## config.mk

```make
export PLATFORM = sky130hd
export DESIGN_NAME = tsr_datapath
export DESIGN_NICKNAME = d
export VERILOG_FILES = /design/src/design/tsr_pkg.sv /design/src/design/tsr_datapath.sv
export SDC_FILE = /design/constraint.sdc
export NUM_CORES = 2
export LEC_CHECK = 0
export BUFFER_PORTS_ARGS = -buffer_cell sky130_fd_sc_hd__buf_2
export CAP_MARGIN = 10
export CORE_MARGIN = 2
export CORE_UTILIZATION = 25
export DETAILED_ROUTE_END_ITERATION = 12
export PLACE_DENSITY = 0.48
export SETUP_SLACK_MARGIN = 0.05
export SYNTH_ARGS = -nofsm -noshare
export SYNTH_HDL_FRONTEND = slang
export SYNTH_SLANG_ARGS = --single-unit
```

## constraint.sdc

```tcl
create_clock -name i_clk -period 18.18 [get_ports i_clk]
set_input_delay 1.818 -clock i_clk [delete_from_list [all_inputs] [get_ports i_clk]]
set_output_delay 1.818 -clock i_clk [all_outputs]
set_load 0.05 [all_outputs]
```

## src/design/tsr_pkg.sv

```systemverilog
package tsr_pkg;

    localparam int COORD_W = 12;
    localparam int ROW_W   = 6;

    typedef logic signed [COORD_W-1:0] t_coord;

    typedef struct packed {
        t_coord vert0_x;
        t_coord vert0_y;
        t_coord vert1_x;
        t_coord vert1_y;
        t_coord vert2_x;
        t_coord vert2_y;
    } t_tri;

    typedef struct packed {
        logic [ROW_W-1:0] span_row;
        t_coord           span_first;
        t_coord           span_final;
        logic             span_last;
    } t_span;

    // Commands from the controller to the datapath.
    typedef struct packed {
        logic load;
        logic setup;
        logic step;
        logic next_edge;
        logic mark;
        logic scan;
        logic scan_next;
        logic out_load;
    } t_cmd;

    // Status from the datapath to the controller.
    typedef struct packed {
        logic in_range;
        logic walk_end;
        logic last_edge;
        logic row_valid;
        logic scan_end;
        logic scan_last;
        logic out_free;
    } t_stat;

endpackage

```

## src/design/tsr_datapath.sv

```systemverilog
module tsr_datapath import tsr_pkg::*; #(
    parameter int HEIGHT = 64
) (
    input  logic  i_clk,
    input  logic  i_rst_n,
    input  t_tri  i_tri,
    input  t_cmd  i_cmd,
    output t_stat o_stat,
    output t_span o_span,
    output logic  o_valid,
    input  logic  i_stall
);

    localparam int AW = (HEIGHT > 1) ? $clog2(HEIGHT) : 1;
    localparam logic [1:0] EDGE_LAST = 2'd2;

    t_tri                r_tri;
    logic [1:0]          r_edge;
    t_coord              r_x;
    t_coord              r_y;
    logic [12:0]         r_err;
    logic [11:0]         r_major;
    logic [11:0]         r_minor;
    logic [12:0]         r_count;
    logic signed [1:0]   r_sx;
    logic signed [1:0]   r_sy;
    logic                r_ymaj;
    logic [HEIGHT-1:0]   r_valid;
    logic [AW-1:0]       r_scan;
    logic [2*COORD_W-1:0] r_mem [HEIGHT];
    logic [2*COORD_W-1:0] r_rd;
    t_span               r_out;
    logic                r_out_valid;

    t_coord              xa, ya, xb, yb;
    logic signed [12:0]  ddx, ddy;
    logic [11:0]         adx, ady;
    logic signed [1:0]   sgx, sgy;
    logic                ymaj;
    logic [11:0]         major, minor;

    logic [12:0]         sum;
    logic                take_minor;
    logic signed [1:0]   inc_x, inc_y;

    logic [AW-1:0]       addr;
    logic                cur_valid;
    t_coord              old_left, old_right, new_left, new_right;
    logic                above;
    logic                out_free;

    // Edge endpoint selection and Bresenham setup.
    always_comb begin
        case (r_edge)
            2'd0: begin
                xa = r_tri.vert0_x; ya = r_tri.vert0_y;
                xb = r_tri.vert1_x; yb = r_tri.vert1_y;
            end
            2'd1: begin
                xa = r_tri.vert1_x; ya = r_tri.vert1_y;
                xb = r_tri.vert2_x; yb = r_tri.vert2_y;
            end
            default: begin
                xa = r_tri.vert2_x; ya = r_tri.vert2_y;
                xb = r_tri.vert0_x; yb = r_tri.vert0_y;
            end
        endcase
        ddx = $signed({xb[11], xb}) - $signed({xa[11], xa});
        ddy = $signed({yb[11], yb}) - $signed({ya[11], ya});
        adx = ddx[12] ? 12'(-ddx) : ddx[11:0];
        ady = ddy[12] ? 12'(-ddy) : ddy[11:0];
        sgx = (ddx == '0) ? 2'sb00 : (ddx[12] ? 2'sb11 : 2'sb01);
        sgy = (ddy == '0) ? 2'sb00 : (ddy[12] ? 2'sb11 : 2'sb01);
        ymaj  = adx < ady;
        major = ymaj ? ady : adx;
        minor = ymaj ? adx : ady;
    end

    // One step of the walker: the major axis always moves, the minor axis moves
    // when the error term plus the minor delta reaches the major delta.
    always_comb begin
        sum        = r_err + {1'b0, r_minor};
        take_minor = sum >= {1'b0, r_major};
        inc_x      = (take_minor || !r_ymaj) ? r_sx : 2'sb00;
        inc_y      = (take_minor ||  r_ymaj) ? r_sy : 2'sb00;
    end

    assign addr      = i_cmd.scan ? r_scan : r_y[AW-1:0];
    assign cur_valid = r_valid[addr];
    assign old_left  = r_rd[2*COORD_W-1:COORD_W];
    assign old_right = r_rd[COORD_W-1:0];

    always_comb begin
        new_left  = (!cur_valid || (r_x < old_left))  ? r_x : old_left;
        new_right = (!cur_valid || (r_x > old_right)) ? r_x : old_right;
    end

    // Any filled row beyond the one being read out.
    always_comb begin
        above = 1'b0;
        for (int i = 0; i < HEIGHT; i++) begin
            if (r_valid[i] && (AW'(i) > r_scan)) begin
                above = 1'b1;
            end
        end
    end

    assign out_free = !r_out_valid || !i_stall;

    always_comb begin
        o_stat.in_range  = !r_y[11] && (r_y < 12'(HEIGHT));
        o_stat.walk_end  = r_count == 13'd1;
        o_stat.last_edge = r_edge == EDGE_LAST;
        o_stat.row_valid = cur_valid;
        o_stat.scan_end  = r_scan == AW'(HEIGHT - 1);
        o_stat.scan_last = !above;
        o_stat.out_free  = out_free;
    end

    always_ff @(posedge i_clk) begin
        if (i_cmd.load) begin
            r_tri <= i_tri;
        end
        if (i_cmd.setup) begin
            r_x     <= xa;
            r_y     <= ya;
            r_major <= major;
            r_minor <= minor;
            r_err   <= {2'b00, minor[11:1]};
            r_count <= {1'b0, major} + 13'd1;
            r_sx    <= sgx;
            r_sy    <= sgy;
            r_ymaj  <= ymaj;
        end else if (i_cmd.step) begin
            r_x     <= r_x + {{(COORD_W-2){inc_x[1]}}, inc_x};
            r_y     <= r_y + {{(COORD_W-2){inc_y[1]}}, inc_y};
            r_err   <= take_minor ? (sum - {1'b0, r_major}) : sum;
            r_count <= r_count - 13'd1;
        end
    end

    // Row extent memory: one read and one write port, read data registered.
    always_ff @(posedge i_clk) begin
        if (i_cmd.mark) begin
            r_mem[addr] <= {new_left, new_right};
        end
        r_rd <= r_mem[addr];
    end

    always_ff @(posedge i_clk) begin
        if (!i_rst_n) begin
            r_edge  <= '0;
            r_valid <= '0;
            r_scan  <= '0;
        end else begin
            if (i_cmd.load) begin
                r_edge  <= '0;
                r_valid <= '0;
                r_scan  <= '0;
            end else begin
                if (i_cmd.next_edge) begin
                    r_edge <= r_edge + 2'd1;
                end
                if (i_cmd.mark) begin
                    r_valid[addr] <= 1'b1;
                end
                if (i_cmd.scan_next) begin
                    r_scan <= r_scan + AW'(1);
                end
            end
        end
    end

    always_ff @(posedge i_clk) begin
        if (!i_rst_n) begin
            r_out_valid <= 1'b0;
        end else if (i_cmd.out_load) begin
            r_out_valid <= 1'b1;
        end else if (!i_stall) begin
            r_out_valid <= 1'b0;
        end
    end

    always_ff @(posedge i_clk) begin
        if (i_cmd.out_load) begin
            r_out.span_row   <= ROW_W'(r_scan);
            r_out.span_first <= old_left;
            r_out.span_final <= old_right;
            r_out.span_last  <= !above;
        end
    end

    assign o_span  = r_out;
    assign o_valid = r_out_valid;

    // The walker never steps past its final point.
    a_count_live: assert property (@(posedge i_clk) disable iff (!i_rst_n)
        i_cmd.step |-> (r_count != '0))
        else $error("walker stepped with an exhausted point count");

    // A marked point always leaves at least one filled row.
    a_mark_fills: assert property (@(posedge i_clk) disable iff (!i_rst_n)
        i_cmd.mark |=> (r_valid != '0))
        else $error("row mark did not set a valid bit");

endmodule

```

==> impl_results.md <==
- Clk sinks: between 1500 and 2000
- Vias: between 40000 and 50000
- Starting Density: roughly 25%
- Placer Congestion: a little over 0.9
- DRT Wirelength: around 260000 µm
- Worst clock skew: between 0.08 and 0.09 ns
- Post-route setup TNS: 0 ns
- Unique masters post-synth: just under 90
- Crit start category: flip-flop
- Filler cells: 28900
- WHS Path Cells: 0
- # H-tree levels: 4
- Synth top area share: around 71%
- FF+latch count, synth: between 1500 and 2000
- Leading area contributor after synthesis: edfxtp_1
- First-pass GRT wire length: 364000 µm
- Final worst path period share: about 44%
- Clk buf depth: 3
- Root Buffer: clkbuf_16
- Max Slew Vio Count: 0
- Placed Instances: roughly 9000
- TritonCTS Buffers: 190
- Area Growth Syn to Fin: 17.3%
- R2r setup slk: about 10 ns
- Vias per cell: 5.19
- Most frequent cells in the layout: edfxtp_1 (1716), a22oi_1 (522), a21oi_1 (304), nand2_1 (271), nor2_1 (257)
- Layout cells sized above 1: a little over an eighth
- Wire per inst: 29.0 µm
- CTS tree: done
- Chip height: approximately 540 µm
- Hold Slack: about 0.45 ns
- DP Area: a little under 80000 µm²
- Mean Syn Cell Area: approximately 15 µm²
- Rel. slew slack: under 10%
- CP Capture Type: flip-flop
- Crit-path max FO: 49
- Die area: approximately 300000 µm²
- Syn Inst Count: about 4900
- Ys async rst share: 0%
- Post-CTS setup buffers: 0
- CTS resizes: 0
- Final number of setup-violating endpoints: 0
- RSZ-0062 raised after global routing: no
- Max stage delay on crit path: about 0.56 ns
- First DRT Iteration DRCs: between 5000 and 6000
- Sequential share of the synthesized area: between 70% and 80%
- Number of flops mapped to enable cells by yosys: approximately 1700
- Util after Layout: 29.4%
- Routed Antenna Nets: 0
- PD cells: approximately 170 nW/µm²
- Core area: ~290000 µm²
- Fin area: 85500 µm²
- Fin nets: between 5000 and 6000
- Reg clk slew, reported paths: around 0.06 ns
- DRC violations left: 0
- Gr ovfl total: 0
- Outcome: complete, no violations
- Least-Margin Pin Slew: ~1.4 ns
- Static Leak: between 20 and 30 nW
- FF-to-FF End: r_count[10]
- Final Hold Viols: 0
- Top cells by area, synth: edfxtp_1 (71%), a22oi_1 (5.4%), dfxtp_1 (2.7%), a21oi_1 (2.1%), ha_1 (2.0%)
- Setup crit end: r_count[10]
- Cell Rows: roughly 200
- Max-Cap Viols: 0
- Post-cts hold buffer count: 0
- Finished Layout Cells: roughly 9100
- HP Class: reg2reg
- Worst skew pair latency: 0.90 ns
- Worst Setup SP: r_edge[0]
- Largest net degree at the start of global routing: 87
- F_max: roughly 120 MHz
- Worst R2R Path Depth: 30
- # IOs: 122
- WP data arrival: 8.68 ns
- Synth warn: 0
- Slowest cell on the critical path: nor2_2
- Net Count, Synth: a little over 5000
- Minimum clock period after layout: around 8 ns
- IO buf count: approximately 120
- CP required: ~19 ns
- Number of global-route vias before repair: about 45000
- Most common cell after layout, fill and taps aside: edfxtp_1
- Mapped Area: 72900 µm²
- Synth Flop Type: edfxtp_1
- DP Wirelength: 153000 µm
- GR Util All Layers: roughly 17%
- DIE WIDTH: about 540 µm
- Reg-to-Reg Start: r_edge[0]
- Most used cell, CP: ha_1
- Drt first pass iters: 9
- Initial antenna violation count: 18
- Crit Path Class: reg2reg
- Max VDD drop: roughly 0.17 mV
## sequential cells by signal (all words and copies together) (netlist names), 6 cells and up
register / count
r_minor: 12
r_major: 12
o_span: 31
r_err: 13
r_rd: 24
r_mem: 1536
r_count: 13
r_y: 12
r_scan: 6
r_tri: 72
r_x: 12
r_valid: 64
## power breakdown
group | total (mW) | leakage [nW] | switching [mW] | internal (mW)
combinational | 5.26 | 7.47 | 3.70 | 1.56
sequential | 5.71 | 16.4 | 0.169 | 5.54
clock | 3.89 | 3.01 | 1.72 | 2.17
total | 14.9 | 26.8 | 5.59 | 9.27
## worst max-delay path, delay by kind of cell (launching register included)
kind,cells,cell delay [ns]
AOI/OAI and AO/OA,8,1.91
xor gates and xnor gates,1,0.21
adders and majority gates,5,1.35
buffers and inverters,5,1.23
DFF,1,0.37
muxes,1,0.38
and+or+nand+nor,10,2.36
## cells in the mapped netlist (33+ instances only)
cell / n
a221oi_1: 85
a21oi_1: 305
nor2_1: 331
clkbuf_1: 199
a22o_1: 123
o21a_1: 35
a41oi_1: 56
xnor2_1: 55
a31oi_1: 71
nand3_1: 46
inv_1: 106
o221ai_1: 33
dfxtp_1: 99
a22oi_1: 522
ha_1: 116
nor3_1: 43
edfxtp_1: 1716
nand4_1: 55
o21ai_0: 75
mux2i_1: 42
buf_1: 66
nand2_1: 272
## logic make-up (layout without fill, tap and decap cells)
family	count (synthesis)	count (layout)	synth area share, %
adder cells (fa/ha/maj)	122	122	2.16
AO/OA/AOI/OAI	1515	1515	15.0
other	0	4	0
AND/OR/NAND/NOR	858	858	5.21
multiplexers	75	75	1.12
XOR/XNOR	83	83	1.05
buffers and inverters	392	738	2.08
flip-flops	1815	1815	73.4
## layout make-up
cell class	instances	area [µm²]	area share, %
inverter	108	405	0.474
timing repair buffer	275	1850	2.16
clock inverter	111	1160	1.36
antenna	4	10.0	0.0117
multi-input combinational	2653	18600	21.7
sequential	1815	53500	62.6
clock buffer	244	5060	5.92
tap	3900	4880	5.71
## per-layer routing
layer  vias to the layer above  track usage [%]  share of wire, %
li1                      19900                -                 -
met1                     24700             24.2                43
met2                      2269             27.1                45
met3                       376             3.22               8.4
met4                         8             5.30               2.9
met5                         -                0             0.022
## metrics by stage
stage               total power [mW]  setup WS, ns
floorplan                       8.83         11.15
global placement                11.0         10.27
detailed placement              11.0         10.31
CTS                             14.9         10.22
global route                    15.5          9.54
finish                          14.9         10.17
## worst min-delay path by stage
stage                          from          to  slack [ns]
final                       r_rd[1]   o_span[2]        0.45
after global routing        r_rd[1]   o_span[2]        0.48
after CTS                   r_rd[1]   o_span[2]        0.47
after detailed placement    r_rd[1]   o_span[2]        0.44
after global placement      r_rd[1]   o_span[2]        0.43
after floorplan           r_scan[2]  o_span[27]        0.40
Power figures use the tool's default switching activity.
