$ cat config.mk
export PLATFORM = sky130hd
export DESIGN_NAME = tsr_control
export DESIGN_NICKNAME = d
export VERILOG_FILES = /design/src/design/tsr_pkg.sv /design/src/design/tsr_control.sv
export SDC_FILE = /design/constraint.sdc
export NUM_CORES = 1
export LEC_CHECK = 0
export BUFFER_PORTS_ARGS = -buffer_cell sky130_fd_sc_hd__buf_2
export CAP_MARGIN = 20
export CORE_AREA = 2 2 39 41
export CTS_CLUSTER_SIZE = 40
export DETAILED_ROUTE_END_ITERATION = 16
export DIE_AREA = 0 0 41 43
export HOLD_SLACK_MARGIN = 0.03
export PLACE_DENSITY_LB_ADDON = 0.05
export SLEW_MARGIN = 0
export SYNTH_ARGS = -nofsm -noshare
export SYNTH_HDL_FRONTEND = slang
export SYNTH_SLANG_ARGS = --single-unit
$ cat constraint.sdc
create_clock -name i_clk -period 1.5 [get_ports i_clk]
set_input_delay 0.15 -clock i_clk [delete_from_list [all_inputs] [get_ports i_clk]]
set_output_delay 0.15 -clock i_clk [all_outputs]
set_load 0.005 [all_outputs]
$ cat src/design/tsr_pkg.sv
package tsr_pkg;

    localparam int COORD_W = 12;
    localparam int ROW_W   = 6;

    typedef logic signed [COORD_W-1:0] t_coord;

    typedef struct packed {
        t_coord vert0_x;
        t_coord vert0_y;
        t_coord vert1_x;
        t_coord vert1_y;
        t_coord vert2_x;
        t_coord vert2_y;
    } t_tri;

    typedef struct packed {
        logic [ROW_W-1:0] span_row;
        t_coord           span_first;
        t_coord           span_final;
        logic             span_last;
    } t_span;

    // Commands from the controller to the datapath.
    typedef struct packed {
        logic load;
        logic setup;
        logic step;
        logic next_edge;
        logic mark;
        logic scan;
        logic scan_next;
        logic out_load;
    } t_cmd;

    // Status from the datapath to the controller.
    typedef struct packed {
        logic in_range;
        logic walk_end;
        logic last_edge;
        logic row_valid;
        logic scan_end;
        logic scan_last;
        logic out_free;
    } t_stat;

endpackage

$ cat src/design/tsr_control.sv
module tsr_control import tsr_pkg::*; (
    input  logic  i_clk,
    input  logic  i_rst_n,
    input  logic  i_valid,
    input  t_stat i_stat,
    output t_cmd  o_cmd,
    output logic  o_busy
);

    localparam logic [2:0] S_IDLE  = 3'd0;
    localparam logic [2:0] S_SETUP = 3'd1;
    localparam logic [2:0] S_PT    = 3'd2;
    localparam logic [2:0] S_MARK  = 3'd3;
    localparam logic [2:0] S_SCAN  = 3'd4;
    localparam logic [2:0] S_EMIT  = 3'd5;

    logic [2:0] r_state;
    logic [2:0] n_state;

    always_comb begin
        o_cmd   = '0;
        n_state = r_state;
        case (r_state)
            S_IDLE: begin
                if (i_valid) begin
                    o_cmd.load = 1'b1;
                    n_state    = S_SETUP;
                end
            end
            S_SETUP: begin
                o_cmd.setup = 1'b1;
                n_state     = S_PT;
            end
            S_PT, S_MARK: begin
                // Points on rows outside the table are stepped over without a row update.
                if (r_state == S_PT && i_stat.in_range) begin
                    n_state = S_MARK;
                end else begin
                    o_cmd.mark = (r_state == S_MARK);
                    o_cmd.step = 1'b1;
                    if (!i_stat.walk_end) begin
                        n_state = S_PT;
                    end else if (i_stat.last_edge) begin
                        n_state = S_SCAN;
                    end else begin
                        o_cmd.next_edge = 1'b1;
                        n_state         = S_SETUP;
                    end
                end
            end
            S_SCAN: begin
                o_cmd.scan = 1'b1;
                if (i_stat.row_valid) begin
                    n_state = S_EMIT;
                end else if (i_stat.scan_end) begin
                    n_state = S_IDLE;
                end else begin
                    o_cmd.scan_next = 1'b1;
                end
            end
            S_EMIT: begin
                o_cmd.scan = 1'b1;
                if (i_stat.out_free) begin
                    o_cmd.out_load = 1'b1;
                    if (i_stat.scan_last) begin
                        n_state = S_IDLE;
                    end else begin
                        o_cmd.scan_next = 1'b1;
                        n_state         = S_SCAN;
                    end
                end
            end
            default: begin
                n_state = S_IDLE;
            end
        endcase
    end

    always_ff @(posedge i_clk) begin
        if (!i_rst_n) begin
            r_state <= S_IDLE;
        end else begin
            r_state <= n_state;
        end
    end

    assign o_busy = r_state != S_IDLE;

    a_no_overwrite: assert property (@(posedge i_clk) disable iff (!i_rst_n)
        o_cmd.out_load |-> i_stat.out_free)
        else $error("span loaded over a word still waiting");

    a_mark_in_range: assert property (@(posedge i_clk) disable iff (!i_rst_n)
        (r_state == S_MARK) |-> i_stat.in_range)
        else $error("row update issued for a row outside the table");

    a_emit_filled: assert property (@(posedge i_clk) disable iff (!i_rst_n)
        (r_state == S_EMIT) |-> i_stat.row_valid)
        else $error("span emitted for an empty row");

endmodule

==> flow_summary.json, run 1 <==
{
  "routabilityCongestion": 0.691,
  "dp_hpwl_um": 715,
  "die_area_um2": 1760,
  "gr-usage-all-layers_pct": 11.6,
  "internal_power_w": 0.000259,
  "critical_path.top_delay_family": "flip-flops",
  "cp_data_arrival_time_ns": 1.19,
  "leakagePower_nw": 0.224,
  "cts.repair.resized": 0,
  "grt_pass1_wl_um": 1370,
  "totalWireLength_um": 911,
  "critPathMaxStageDelay_ns": 0.41,
  "min_path_type": "input pin to register",
  "switching_power_w": 0.000127,
  "hold_viol": 0,
  "worstPathRequired_ns": 1.35,
  "clockBufferDepth": 2,
  "clock_sinks": 3,
  "post-route-period-util_pct": 89.6,
  "r2r-end": "r_state[2]$_SDFFE_PN0P_",
  "synth_ff_type": "dfxtp_1",
  "layout.nets": 76,
  "ys_seq_elements": 3,
  "dp_cells": 77,
  "yosysTopAreaCellShare_pct": 18.8,
  "cts_tree": "built",
  "critPathBufInv": 2,
  "power_w": 0.000386,
  "clk_pin_slew_ns": 0.04,
  "viasPerCell": 4.78,
  "switching_share_pct": 32.9,
  "clockPowerShare_pct": 37.8,
  "start_util_pct": 23.1,
  "cp_cell_sequence": "nand2b_1, inv_1, and3_1, buf_2",
  "postLayoutCoreUtil_pct": 32.5,
  "min_to": "r_state[1]$_SDFFE_PN0P_",
  "largest_reg_flops": 3,
  "overflow": 0,
  "cts_made_buffers": 3,
  "drive_above_1_share_pct": 41.5,
  "synth_area_per_cell_um2": 7.09,
  "rows": 14,
  "skew_ns": 0.00489,
  "antenna_found_initial": 0,
  "async_reset_ff_share_pct": 0,
  "fin_cells": 81,
  "io_buffers": 18,
  "ios": 19,
  "top_register": "r_state",
  "critPathLaunchType": "register",
  "drc_errors": 0,
  "nFillCells": 158,
  "rrSetupSlack_ns": 0.28,
  "criticalPathCategory": "register to output pin",
  "diodes": 0,
  "tightest_slew_ns": 0.228,
  "synthToLayoutAreaGrowth_pct": 40.8,
  "largest_registers": "r_state x3",
  "synth.area.top_cells": "dfxtp_1 (19%), nand2b_1 (9.8%), inv_1 (5.9%)",
  "cts_setup_buffers": 0,
  "antenna_left": 0,
  "synth_warnings": 0,
  "via_count": 387,
  "die_height_um": 43,
  "power_frac_comb_pct": 32.7,
  "ir_drop_mv": 0.305,
  "hold_depth": 3,
  "power_frac_seq_pct": 29.5,
  "clock-root-buffer": "clkbuf_4",
  "max_cap_violations": 0,
  "yosys.area.top_type": "dfxtp_1",
  "drt-pass1-iter-count": 2,
  "grt_pass1_vias": 343,
  "coreArea_um2": 1380,
  "synth_nets": 55,
  "hp-start": "i_rst_n",
  "outcome": "finished, final reports clean",
  "cp_max_fo": 12,
  "fin_setup_tns_ns": 0,
  "die_x_um": 41,
  "setup_ws_ns": 0.156,
  "drt-initial-drc-count": 2,
  "synth_area_um2": 319,
  "avgRoutedWirePerCell_um": 11.2,
  "drv_slew": 0,
  "power_density_nw_per_um2": 858,
  "period_needed_ns": 1.34,
  "netlist_instances": 45,
  "max_freq_mhz": 744,
  "end_kind": "output pin",
  "slowest_stage": "dfxtp_2",
  "yosys-top-cells-count": "inv_1 (5), nand2b_1 (5), nor2_1 (5)",
  "timing.final.setup_violations": 0,
  "max-slew-margin-rel_pct": 84.7,
  "synth.distinct_cells": 26,
  "yosysSeqAreaShare_pct": 18.8,
  "grt_max_degree": 13,
  "timing.rr.start": "r_state[1]$_SDFFE_PN0P_",
  "cts-htree-levels": 1,
  "rsz0062_at_grt": "false",
  "clkLatencyLatePin_ns": 0.24,
  "synth_edf_count": 0,
  "ff2ff_path_depth": 3,
  "hold_buffers": 0,
  "dp_worst_setup_slack_ns": 0.240
}
[worst reg2reg max path, delay by kind of cell, from the launching register on]
kind | cells | cell delay, ns
AND/OR/NAND/NOR | 1 | 0.37
flip-flops | 1 | 0.36
AO/OA/AOI/OAI | 2 | 0.36
[cell type report]
class | count | area, um^2 | area share (%)
Sequential cell | 3 | 63.8 | 14.2
Clock buffer | 4 | 26.3 | 5.85
Inverter | 5 | 18.8 | 4.18
Multi-Input combinational cell | 34 | 223 | 49.6
Tap cell | 16 | 20.0 | 4.46
Timing Repair Buffer | 19 | 97.6 | 21.7
[through the flow]
step | cell area [um^2] | hold slack, ns
floorplan | 319 | 0.279
global placement | 419 | 0.440
detailed placement | 419 | 0.431
CTS | 445 | 0.181
global route | 449 | 0.182
finish | 449 | 0.184
[per-layer routing]
| metal | vias up | global-route usage (%) | routed length (um) |
|---|---|---|---|
| met5 | - | 0 | 0 |
| met4 | 0 | 8.00 | 0 |
| met3 | 0 | 3.14 | 53 |
| met2 | 13 | 16.3 | 439 |
| met1 | 173 | 14.7 | 418 |
| li1 | 201 | - | - |
[cells in the final DEF (no fill, tap or decap), types with 2 or more instances in the layout]
| cell type | n |
|---|---|
| or3_1 | 2 |
| nand2_1 | 2 |
| nand2b_1 | 5 |
| buf_2 | 18 |
| nor2_1 | 5 |
| dfxtp_2 | 3 |
| a21oi_1 | 2 |
| nor3b_1 | 2 |
| inv_1 | 5 |
| clkbuf_4 | 3 |
[power by group through the flow]
stage / registers (W) / logic [W] / clock network (W)
after floorplan: 0.0000928 / 0.000102 / 0
after global placement: 0.000114 / 0.000131 / 0
after detailed placement: 0.000114 / 0.000127 / 0
after CTS: 0.000113 / 0.000128 / 0.000152
after global routing: 0.000118 / 0.000140 / 0.000160
final: 0.000114 / 0.000126 / 0.000146
[logic make-up (layout without fill, tap and decap cells)]
logic type	Yosys count	count (layout)	synth area share [%]
compound gates	11	11	27.1
buf+inv	8	28	11.4
flops	3	3	18.8
simple gates	23	23	42.7
[worst max-delay path by stage]
stage	from	to	slack, ns	cells after the start
6_report	r_state[1]$_SDFFE_PN0P_	o_cmd[0]	0.16	4
5_1_grt	r_state[1]$_SDFFE_PN0P_	o_cmd[0]	0.06	4
4_1_cts	r_state[1]$_SDFFE_PN0P_	o_cmd[0]	0.03	4
3_5_place_dp	r_state[1]$_SDFFE_PN0P_	r_state[2]$_SDFFE_PN0P_	0.24	3
3_3_place_gp	r_state[0]$_SDFFE_PN0P_	r_state[0]$_SDFFE_PN0P_	0.23	3
2_1_floorplan	r_state[1]$_SDFFE_PN0P_	r_state[2]$_SDFFE_PN0P_	0.40	3
(Power assumes the default switching activity.)
==> run 2: changes to the inputs <==
--- a/config.mk
+++ b/config.mk
@@ -13,6 +13,7 @@
 export DIE_AREA = 0 0 41 43
 export HOLD_SLACK_MARGIN = 0.03
 export PLACE_DENSITY_LB_ADDON = 0.05
+export RECOVER_POWER = 25
 export SLEW_MARGIN = 0
 export SYNTH_ARGS = -nofsm -noshare
 export SYNTH_HDL_FRONTEND = slang
==> run 2 against run 1 <==
  * Clock skew hardly changed
  * Total power is 0.78% lower
  * Highest routed layer unchanged
  * Global-route usage stayed put
  * Via count is 0.52% lower
  * Largest power group unchanged
  * Wire length is 1.6% higher
  * Critical path depth stayed put
  * Sequential cell count stayed put
  * Combinational power hardly changed
  * Utilization is 0.45 points lower
==> flow_summary.json, run 2 (synthesis results as in run 1) <==
{
  "outcome": "finished, final reports clean",
  "power_frac_comb_pct": 32.2,
  "synthToLayoutAreaGrowth_pct": 38.8,
  "totalWireLength_um": 926,
  "die_x_um": 41,
  "hold_buffers": 0,
  "hold_viol": 0,
  "switching_share_pct": 32.8,
  "clkLatencyLatePin_ns": 0.24,
  "criticalPathCategory": "register to output pin",
  "max-slew-margin-rel_pct": 78.4,
  "mostFrequentLayoutCell": "buf_2",
  "largest_reg_flops": 3,
  "via_count": 385,
  "postLayoutCoreUtil_pct": 32.0,
  "setup_ws_ns": 0.155,
  "largest_registers": "r_state x3",
  "cts-htree-levels": 1,
  "post-route-period-util_pct": 89.7,
  "max_freq_mhz": 743,
  "dp_worst_setup_slack_ns": 0.240,
  "tightest_slew_ns": 0.323,
  "clock_sinks": 3,
  "power_frac_seq_pct": 29.8,
  "gr-usage-all-layers_pct": 11.6,
  "start_util_pct": 23.1,
  "power_density_nw_per_um2": 864,
  "internal_power_w": 0.000257,
  "clockBufferDepth": 2,
  "leakagePower_nw": 0.223,
  "top_register": "r_state",
  "worstPathRequired_ns": 1.35,
  "drt-initial-drc-count": 2,
  "clockPowerShare_pct": 38.0,
  "routabilityCongestion": 0.691,
  "min_path_type": "input pin to register",
  "cts_setup_buffers": 0,
  "max_cap_violations": 0,
  "io_buffers": 18,
  "grt_pass1_wl_um": 1370,
  "period_needed_ns": 1.35,
  "timing.rr.start": "r_state[1]$_SDFFE_PN0P_",
  "rsz0062_at_grt": "false",
  "grt_max_degree": 13,
  "timing.final.setup_violations": 0,
  "drive_above_1_share_pct": 40.0,
  "nFillCells": 160,
  "grt_pass1_vias": 343,
  "switching_power_w": 0.000125,
  "drv_slew": 0,
  "worstSetupStartpoint": "r_state[1]$_SDFFE_PN0P_",
  "clock-root-buffer": "clkbuf_4",
  "ios": 19,
  "hp-start": "i_rst_n",
  "final_cell_mix": "buf_2 (18), inv_1 (5), nand2b_1 (5), nor2_1 (5)",
  "fin_setup_tns_ns": 0,
  "critPathLaunchType": "register",
  "layout.nets": 76,
  "skew_ns": 0.00487,
  "antenna_left": 0,
  "clk_pin_slew_ns": 0.04,
  "cp_data_arrival_time_ns": 1.20,
  "end_kind": "output pin",
  "cts_made_buffers": 3,
  "die_area_um2": 1760,
  "cts.repair.resized": 0,
  "ir_drop_mv": 0.305,
  "antenna_found_initial": 0,
  "coreArea_um2": 1380,
  "dp_hpwl_um": 715,
  "diodes": 0,
  "die_height_um": 43,
  "drt-pass1-iter-count": 2,
  "viasPerCell": 4.75,
  "cp_max_fo": 12,
  "rows": 14,
  "cts_tree": "built",
  "overflow": 0,
  "avgRoutedWirePerCell_um": 11.4,
  "drc_errors": 0
}
run 2: cell counts in the layout (fill, tap and decap cells not counted):
No cell type changed its count.
run 2: layer usage:
| metal | vias to the layer above | wire [um] | global-route usage (%) |
|---|---|---|---|
| met3 | 0 | 53 | 3.14 |
| met2 | 13 | 438 | 16.3 |
| li1 | 201 | - | - |
| met1 | 171 | 433 | 14.7 |
| met5 | - | 0 | 0 |
| met4 | 0 | 0 | 8.00 |
run 2: power by group through the flow:
| stage | clock (W) | combinational (W) | sequential (W) |
|---|---|---|---|
| finish | 0.000146 | 0.000123 | 0.000114 |
| global route | 0.000160 | 0.000135 | 0.000118 |
| CTS | 0.000152 | 0.000128 | 0.000113 |
| detailed placement | 0 | 0.000127 | 0.000114 |
| global placement | 0 | 0.000131 | 0.000114 |
| floorplan | 0 | 0.000102 | 0.0000928 |
run 2: worst paths after layout:
kind	depth (start not counted)	slack, ns	endpoint
setup / recovery	4	0.15	o_cmd[0]
hold / removal	3	0.18	r_state[1]$_SDFFE_PN0P_
setup reg to reg	3	0.28	r_state[2]$_SDFFE_PN0P_
hold reg to reg	2	0.55	r_state[1]$_SDFFE_PN0P_
run 2: layout make-up:
cell class / count / area, um^2 / area share, %
Multi-Input combinational cell: 34 / 216 / 48.9
Tap cell: 16 / 20.0 / 4.52
Inverter: 5 / 18.8 / 4.24
Sequential cell: 3 / 63.8 / 14.4
Timing Repair Buffer: 19 / 97.6 / 22.0
Clock buffer: 4 / 26.3 / 5.93
run 2: critical path, stage by stage, from the launching register on:
cell	delay, ns
dfxtp_2	0.41
nand2b_1	0.18
inv_1	0.08
and3_1	0.17
buf_2	0.12
run 2: metrics by stage:
step	std cells	total power (W)	cell area [um^2]	hold slack (ns)
finish	81	0.000383	443	0.184
global route	81	0.000413	443	0.182
CTS	81	0.000392	445	0.181
detailed placement	77	0.000241	419	0.431
global placement	77	0.000244	419	0.440
floorplan	45	0.000195	319	0.279
